--- src/rtl/bchd_pkg.sv ---
// ----------------------------------------------------------------------------
// bchd_pkg
// shared types, codes and defaults of the button click and hold detector
// ----------------------------------------------------------------------------
package bchd_pkg;

   localparam int NUM_BUTTONS_DEF = 3;
   localparam int TIMER_BITS_DEF  = 16;
   localparam int NUM_PINS        = 3;

   localparam int CFG_W   = 16;
   localparam int CSR_IDX_W = 2;
   localparam int EV_W    = 3;
   localparam int KEY_W   = 3;

   localparam logic [CSR_IDX_W-1:0] REG_MIN_PRESS  = 2'd0;
   localparam logic [CSR_IDX_W-1:0] REG_LONG_PRESS = 2'd1;
   localparam logic [CSR_IDX_W-1:0] REG_CLICK_GAP  = 2'd2;

   localparam logic [CFG_W-1:0] MIN_PRESS_RST  = 16'd50;
   localparam logic [CFG_W-1:0] LONG_PRESS_RST = 16'd500;
   localparam logic [CFG_W-1:0] CLICK_GAP_RST  = 16'd300;

   localparam logic [EV_W-1:0] EV_NONE     = 3'd0;
   localparam logic [EV_W-1:0] EV_HOLD     = 3'd1;
   localparam logic [EV_W-1:0] EV_SINGLE   = 3'd2;
   localparam logic [EV_W-1:0] EV_DOUBLE   = 3'd3;
   localparam logic [EV_W-1:0] EV_TRIPLE   = 3'd4;
   localparam logic [EV_W-1:0] EV_RELEASED = 3'd5;

   localparam logic [KEY_W-1:0] KEY_NONE   = 3'd0;
   localparam logic [KEY_W-1:0] KEY_UP     = 3'd1;
   localparam logic [KEY_W-1:0] KEY_DOWN   = 3'd2;
   localparam logic [KEY_W-1:0] KEY_SELECT = 3'd3;
   localparam logic [KEY_W-1:0] KEY_RETURN = 3'd4;

   typedef struct packed {
      logic [CFG_W-1:0] min_press_ms;
      logic [CFG_W-1:0] long_press_ms;
      logic [CFG_W-1:0] click_gap_ms;
   } cfg_type;

   typedef struct packed {
      logic [KEY_W-1:0] key_code;
      logic [EV_W-1:0]  up_event;
      logic [EV_W-1:0]  select_event;
      logic [EV_W-1:0]  down_event;
   } result_type;

endpackage

--- src/rtl/bchd_lane.sv ---
// ----------------------------------------------------------------------------
// bchd_lane
// per-button press timer, click counter and gap timer with event decode
// ----------------------------------------------------------------------------
module bchd_lane #(
   parameter int TIMER_BITS = bchd_pkg::TIMER_BITS_DEF
) (
   input  logic                       clock,
   input  logic                       reset,
   input  logic                       step,
   input  logic                       level,
   input  bchd_pkg::cfg_type          cfg,
   output logic [bchd_pkg::EV_W-1:0]  lane_event
);
   import bchd_pkg::*;

   localparam int CW = (TIMER_BITS > CFG_W) ? TIMER_BITS : CFG_W;

   localparam logic [1:0] PH_IDLE    = 2'd0;
   localparam logic [1:0] PH_PRESSED = 2'd1;
   localparam logic [1:0] PH_GAP     = 2'd2;

   localparam logic [3:0] COUNT_MAX = 4'd15;

   logic [1:0]            phase_ff, phase_in;
   logic                  hold_ff, hold_in;
   logic [TIMER_BITS-1:0] press_ff, press_in;
   logic [TIMER_BITS-1:0] gap_ff, gap_in;
   logic [3:0]            count_ff, count_in;

   logic [TIMER_BITS-1:0] press_inc, gap_inc;
   logic                  ge_min, ge_long, ge_gap;

   always_comb begin
      press_inc = (press_ff == '1) ? press_ff : press_ff + TIMER_BITS'(1);
      gap_inc   = (gap_ff == '1) ? gap_ff : gap_ff + TIMER_BITS'(1);
      ge_min    = CW'(press_inc) >= CW'(cfg.min_press_ms);
      ge_long   = CW'(press_inc) >= CW'(cfg.long_press_ms);
      ge_gap    = CW'(gap_inc) >= CW'(cfg.click_gap_ms);
   end

   always_comb begin
      phase_in   = phase_ff;
      hold_in    = hold_ff;
      press_in   = press_ff;
      gap_in     = gap_ff;
      count_in   = count_ff;
      lane_event = EV_NONE;
      if (phase_ff == PH_PRESSED) begin
         press_in = press_inc;
         if (!level) begin
            if (ge_long) begin
               lane_event = EV_HOLD;
               hold_in    = 1'b1;
            end
         end else if (hold_ff) begin
            lane_event = EV_RELEASED;
            count_in   = '0;
            hold_in    = 1'b0;
            phase_in   = PH_IDLE;
         end else begin
            if (ge_min && !ge_long && count_ff != COUNT_MAX) begin
               count_in = count_ff + 4'd1;
            end
            gap_in   = '0;
            phase_in = PH_GAP;
         end
      end else if (!level) begin
         press_in = '0;
         phase_in = PH_PRESSED;
      end else if (phase_ff == PH_GAP) begin
         gap_in = gap_inc;
         if (ge_gap) begin
            case (count_ff)
               4'd1: lane_event = EV_SINGLE;
               4'd2: lane_event = EV_DOUBLE;
               4'd3: lane_event = EV_TRIPLE;
               default: lane_event = EV_NONE;
            endcase
            count_in = '0;
            phase_in = PH_IDLE;
         end
      end else begin
         phase_in = PH_IDLE;
      end
   end

   always_ff @(posedge clock) begin
      if (reset) begin
         phase_ff <= PH_IDLE;
         hold_ff  <= 1'b0;
         press_ff <= '0;
         gap_ff   <= '0;
         count_ff <= '0;
      end else if (step) begin
         phase_ff <= phase_in;
         hold_ff  <= hold_in;
         press_ff <= press_in;
         gap_ff   <= gap_in;
         count_ff <= count_in;
      end
   end

endmodule

--- src/rtl/bchd_merge.sv ---
// ----------------------------------------------------------------------------
// bchd_merge
// priority merge of the lane events into a key code and a result word
// ----------------------------------------------------------------------------
module bchd_merge (
   input  logic [bchd_pkg::EV_W-1:0] up_event,
   input  logic [bchd_pkg::EV_W-1:0] select_event,
   input  logic [bchd_pkg::EV_W-1:0] down_event,
   output bchd_pkg::result_type      result
);
   import bchd_pkg::*;

   logic [KEY_W-1:0] key;

   always_comb begin
      key = KEY_NONE;
      if (up_event == EV_SINGLE) begin
         key = KEY_UP;
      end
      if (select_event == EV_HOLD) begin
         key = KEY_RETURN;
      end else if (select_event == EV_SINGLE) begin
         key = KEY_SELECT;
      end
      if (down_event == EV_SINGLE) begin
         key = KEY_DOWN;
      end
      result.key_code     = key;
      result.up_event     = up_event;
      result.select_event = select_event;
      result.down_event   = down_event;
   end

endmodule

--- src/rtl/button_click_hold_detector_unit.sv ---
// ----------------------------------------------------------------------------
// button_click_hold_detector_unit
// multi-click and long-press detector for up, select and down buttons
// ----------------------------------------------------------------------------
// usage:
//   one req_ transfer per millisecond tick carries the active-low pin levels
//   of the three buttons; every tick gives exactly one rsp_ transfer with a
//   key code and the event of each button.
//   csr_ writes set the press, long-press and gap times in ticks; write them
//   while no result is pending.
// output and throughput:
//   the result of a tick is registered into the output buffer; one tick per
//   cycle is taken while req_ready is high.
//   a two-entry output buffer lets a new tick enter while a result waits.
// reset:
//   all lanes idle with counters cleared, registers back to 50, 500 and 300,
//   output buffer empty.
// stall:
//   while rsp_ready is low the buffer fills; once both entries are full
//   req_ready drops until the receiver takes a result.
// ----------------------------------------------------------------------------
module button_click_hold_detector_unit #(
   parameter int NUM_BUTTONS = bchd_pkg::NUM_BUTTONS_DEF,
   parameter int TIMER_BITS  = bchd_pkg::TIMER_BITS_DEF
) (
   input  logic                              clock,
   input  logic                              reset,
   input  logic                              req_valid,
   output logic                              req_ready,
   input  logic                              req_up_level,
   input  logic                              req_select_level,
   input  logic                              req_down_level,
   output logic                              rsp_valid,
   input  logic                              rsp_ready,
   output logic [bchd_pkg::KEY_W-1:0]        rsp_key_code,
   output logic [bchd_pkg::EV_W-1:0]         rsp_up_event,
   output logic [bchd_pkg::EV_W-1:0]         rsp_select_event,
   output logic [bchd_pkg::EV_W-1:0]         rsp_down_event,
   input  logic                              csr_write_enable,
   input  logic [bchd_pkg::CSR_IDX_W-1:0]    csr_index,
   input  logic [bchd_pkg::CFG_W-1:0]        csr_write_data
);
   import bchd_pkg::*;

   cfg_type cfg_ff;

   always_ff @(posedge clock) begin
      if (reset) begin
         cfg_ff.min_press_ms  <= MIN_PRESS_RST;
         cfg_ff.long_press_ms <= LONG_PRESS_RST;
         cfg_ff.click_gap_ms  <= CLICK_GAP_RST;
      end else if (csr_write_enable) begin
         case (csr_index)
            REG_MIN_PRESS:  cfg_ff.min_press_ms  <= csr_write_data;
            REG_LONG_PRESS: cfg_ff.long_press_ms <= csr_write_data;
            REG_CLICK_GAP:  cfg_ff.click_gap_ms  <= csr_write_data;
            default: ;
         endcase
      end
   end

   logic                push, pop;
   logic [NUM_PINS-1:0] pins;
   logic [EV_W-1:0]     lane_ev [NUM_BUTTONS];
   logic [EV_W-1:0]     pin_ev  [NUM_PINS];

   assign push = req_valid && req_ready;
   assign pop  = rsp_valid && rsp_ready;
   assign pins = {req_down_level, req_select_level, req_up_level};

   for (genvar i = 0; i < NUM_BUTTONS; i++) begin : g_lane
      logic lvl;
      if (i < NUM_PINS) begin : g_pin
         assign lvl = pins[i];
      end else begin : g_idle
         assign lvl = 1'b1;
      end
      bchd_lane #(
         .TIMER_BITS (TIMER_BITS)
      ) u_lane (
         .clock      (clock),
         .reset      (reset),
         .step       (push),
         .level      (lvl),
         .cfg        (cfg_ff),
         .lane_event (lane_ev[i])
      );
   end

   for (genvar j = 0; j < NUM_PINS; j++) begin : g_pin_ev
      if (j < NUM_BUTTONS) begin : g_used
         assign pin_ev[j] = lane_ev[j];
      end else begin : g_none
         assign pin_ev[j] = EV_NONE;
      end
   end

   result_type merged;

   bchd_merge u_merge (
      .up_event     (pin_ev[0]),
      .select_event (pin_ev[1]),
      .down_event   (pin_ev[2]),
      .result       (merged)
   );

   // output register with skid entry
   result_type main_ff, skid_ff;
   logic       main_valid_ff, skid_valid_ff;

   always_ff @(posedge clock) begin
      if (reset) begin
         main_valid_ff <= 1'b0;
         skid_valid_ff <= 1'b0;
      end else if (pop) begin
         if (skid_valid_ff) begin
            skid_valid_ff <= 1'b0;
         end else begin
            main_valid_ff <= push;
         end
      end else if (!main_valid_ff) begin
         main_valid_ff <= push;
      end else if (push) begin
         skid_valid_ff <= 1'b1;
      end
   end

   always_ff @(posedge clock) begin
      if (pop) begin
         if (skid_valid_ff) begin
            main_ff <= skid_ff;
         end else begin
            main_ff <= merged;
         end
      end else if (!main_valid_ff) begin
         main_ff <= merged;
      end else if (push) begin
         skid_ff <= merged;
      end
   end

   assign req_ready        = !skid_valid_ff;
   assign rsp_valid        = main_valid_ff;
   assign rsp_key_code     = main_ff.key_code;
   assign rsp_up_event     = main_ff.up_event;
   assign rsp_select_event = main_ff.select_event;
   assign rsp_down_event   = main_ff.down_event;

endmodule

--- config.mk ---
export PLATFORM = sky130hd
export DESIGN_NAME = button_click_hold_detector_unit
export DESIGN_NICKNAME = d
export VERILOG_FILES = /design/src/rtl/bchd_pkg.sv /design/src/rtl/bchd_lane.sv /design/src/rtl/bchd_merge.sv /design/src/rtl/button_click_hold_detector_unit.sv
export SDC_FILE = /design/constraint.sdc
export NUM_CORES = 1
export LEC_CHECK = 0
export ABC_CLOCK_PERIOD_IN_PS = 6300
export BUFFER_PORTS_ARGS = -buffer_cell sky130_fd_sc_hd__clkbuf_2
export CAP_MARGIN = 5
export CORE_UTILIZATION = 60
export CTS_CLUSTER_DIAMETER = 80
export DETAILED_ROUTE_END_ITERATION = 8
export PLACE_DENSITY = 0.8
export REMOVE_ABC_BUFFERS = 1
export SYNTH_ARGS = -nofsm -noshare
export SYNTH_HDL_FRONTEND = slang
export SYNTH_SLANG_ARGS = --single-unit
--- constraint.sdc ---
create_clock -name clock -period 6.3 [get_ports clock]
set_input_delay 0.63 -clock clock [delete_from_list [all_inputs] [get_ports clock]]
set_output_delay 0.63 -clock clock [all_outputs]
set_load 0.005 [all_outputs]
==> reports/qor.csv <==
metric,value,unit
grt_pass1_vias,10650,
postPlaceCellArea,0.01330,mm^2
postRouteWirelength,34270,um
syn_avg_cell_area,8.161,um^2
synth_compound_area_share,20.73,%
critical-path-max-stage-delay,0.67,ns
instances_no_fill,1881,
hpwl,25430,um
wire_per_inst,18.22,um
synthArstFlopShare,0,%
crit_chain,nand4_1 -> nor3_1 -> nand4_1 -> and4_1 -> and2_1 -> xor2_1 -> ha_1 -> and3_1 -> and3_1 -> a21oi_1 -> o221ai_1 -> nor4b_1 -> o2111ai_1 -> a21oi_1 -> mux2_2,
cp_max_fo,12,
leakagePower,5.972,nW
grtUsageTotal,31.43,%
critPathKind,reg2reg,
post_cts_resized,0,
synth_top_family_by_area,simple AND/OR/NAND/NOR gates,
required,6.63,ns
core-area,0.02109,mm^2
outcome,completed,
worstMarginPinSlew,1.170,ns
critical_path.top_delay_family,simple AND/OR/NAND/NOR gates,
min_from,rsp_ready,
row_count,53,
crit_start,g_lane[0].u_lane.gap_ff[6],
hold_buffers,0,
hold_class,in2reg,
synth-edff-count,24,
drtIter0Drc,1066,
ios,40,
synth_top_flop_cell,dfxtp_1,
clk_latency,0.46,ns
cts_sinks,191,
critPathArrivalTime,5.18,ns
portBuffers,39,
cts_root_buf,clkbuf_16,
routabilityCongestion,0.9585,
fin_skew,0.01527,ns
fin_hold_ws,0.4030,ns
power,2.593,mW
viasPerCell,6.350,
htreeDepth,4,
maxSlewViolCount,0,
synthSimpleGateAreaFrac,21.67,%
path_buf_inv,0,
peakVddDrop,0.0001798,V
grt_antenna_before_repair,0,
synth_fa_ha_area_share,15.97,%
fin_crit,4.848,ns
yosysSeqAreaShare,31.44,%
grt_pass1_wl,54630,um
drt_drc_violations_left,0,
grt_start_max_net_pins,61,
finalSetupViolCount,0,
fin_nets,1784,
synth_cell_types,76,
critPathSlowestCell,nor4b_1,
die-area,0.02214,mm^2
drive_gt1_share,6.663,%
synth_cells,1584,
start_kind,flop,
power_density,186.5,mW/mm^2
finalHoldViolCount,0,
cts_buffer_depth,2,
post-route-period-util,76.96,%
vias,11950,
place_inst,1849,
antenna_left,0,
cts_buffers,17,
synth_xor_area_share,4.743,%
synthToLayoutAreaGrowth,7.559,%
post-cts-setup-buffers,0,
antenna_cells,0,
timing.slew.headroom,21.43,%
yosys_warnings,0,
clk_pin_slew,0.08,ns
die_x,148.8,um
synth_area,0.01293,mm^2
grt_remaining_overflow,0,
fmax,206.3,MHz
crit-reg2reg-launch,g_lane[0].u_lane.gap_ff[6],
rsz0062_at_grt,false,
synth_mux_area_share,1.529,%
tritoncts,done,
die_h,148.8,um
design_area,0.01390,mm^2
start_util,61.30,%
drv_cap,0,
endpoint_kind,flop,
yosys_register_bits,191,
tns,0,ns
drt_first_pass_iters,6,
==> per-stage QoR <==
step / utilization [%] / setup WS, ns
CTS: 65.94 / 1.566
finish: 65.94 / 1.452
global placement: 63.08 / 1.750
detailed placement: 63.08 / 1.608
global route: 65.94 / 0.9781
floorplan: - / 2.343
==> worst reg2reg max path, delay by kind of cell, from the launching register on <==
kind,cells,cell delay [ns]
AOI/OAI and AO/OA,4,0.77
xor gates and xnor gates,1,0.16
adders and majority gates,1,0.29
DFF,1,0.46
muxes,1,0.17
and+or+nand+nor,8,2.90
==> Yosys cell counts, types with 15 or more instances <==
| master | count | area share, % |
|---|---|---|
| a22oi_1 | 17 | 0.99 |
| edfxtp_1 | 24 | 5.6 |
| nor2_1 | 146 | 4.2 |
| a21o_1 | 26 | 1.5 |
| and3_1 | 23 | 1.1 |
| nand2_1 | 216 | 6.3 |
| xnor2_1 | 39 | 2.6 |
| o21ai_0 | 89 | 3.4 |
| o211ai_1 | 18 | 1.0 |
| nor3_1 | 24 | 0.93 |
| xor2_1 | 31 | 2.1 |
| a21oi_1 | 120 | 4.6 |
| dfxtp_1 | 167 | 26 |
| ha_1 | 165 | 16 |
| nand3_1 | 55 | 2.1 |
| inv_1 | 81 | 2.4 |
| clkbuf_1 | 46 | 1.3 |
| a211oi_1 | 15 | 0.87 |
| nand4_1 | 32 | 1.5 |
| a31oi_1 | 22 | 1.1 |
| o21a_1 | 17 | 0.99 |
| a22o_1 | 19 | 1.3 |
==> routing by layer <==
layer	GRT usage (%)	routed length, um	up-vias
met5	0	0	-
met4	11.63	898	0
met1	44.43	15750	5656
met2	48.74	15350	439
li1	-	-	5775
met3	4.220	2277	75
==> flip-flops by register name (all words and copies together) (netlist names) <==
| signal | count |
|---|---|
| rsp_valid | 1 |
| rsp_select_event | 3 |
| cfg_ff | 48 |
| g_lane.u_lane.count_ff | 12 |
| g_lane.u_lane.press_ff | 48 |
| g_lane.u_lane.hold_ff | 3 |
| g_lane.u_lane.phase_ff | 6 |
| skid_ff | 12 |
| rsp_up_event | 3 |
| skid_valid_ff | 1 |
| g_lane.u_lane.gap_ff | 48 |
| rsp_key_code | 3 |
| rsp_down_event | 3 |
==> logic make-up after synthesis <==
family	after synthesis
XOR/XNOR	70
AO/OA/AOI/OAI	414
AND/OR/NAND/NOR	592
multiplexers	18
buffers and inverters	134
flip-flops	191
adder cells (fa/ha/maj)	165
==> cell usage in the layout, fill, tap and decap left out, types with 22 or more instances in the layout <==
cell type,synthesis,final
nand2_1,216,216
dfxtp_1,167,167
ha_1,165,165
nor2_1,146,146
a21oi_1,120,120
o21ai_0,89,89
inv_1,81,81
nand3_1,55,55
xnor2_1,39,39
clkbuf_2,1,38
nand4_1,32,32
xor2_1,31,31
a21o_1,26,26
nor3_1,24,24
edfxtp_1,24,24
and3_1,23,23
a31oi_1,22,22
==> report_power, final <==
group	switching, mW	internal [mW]
Combinational	0.146	0.0636
Sequential	0.0114	1.25
Clock	0.579	0.543
==> area by class of cell <==
| cell class | instances | area (um^2) |
|---|---|---|
| Fill cell | 1750 | 7183 |
| Clock inverter | 15 | 177.7 |
| Multi-Input combinational cell | 1259 | 8364 |
| Tap cell | 275 | 344.1 |
| Timing Repair Buffer | 43 | 225.2 |
| Sequential cell | 191 | 4064 |
| Inverter | 81 | 304.0 |
| Clock buffer | 17 | 425.4 |
==> path summary, 6_finish.rpt <==
check,endpoint,slack (ns),cells after the start
worst min-delay path,skid_valid_ff,0.40,2
worst min register to register,cfg_ff[25],0.46,2
worst max-delay path,rsp_key_code[0],1.45,15
worst max register to register,rsp_key_code[0],1.45,15
Power figures use the tool's default switching activity.
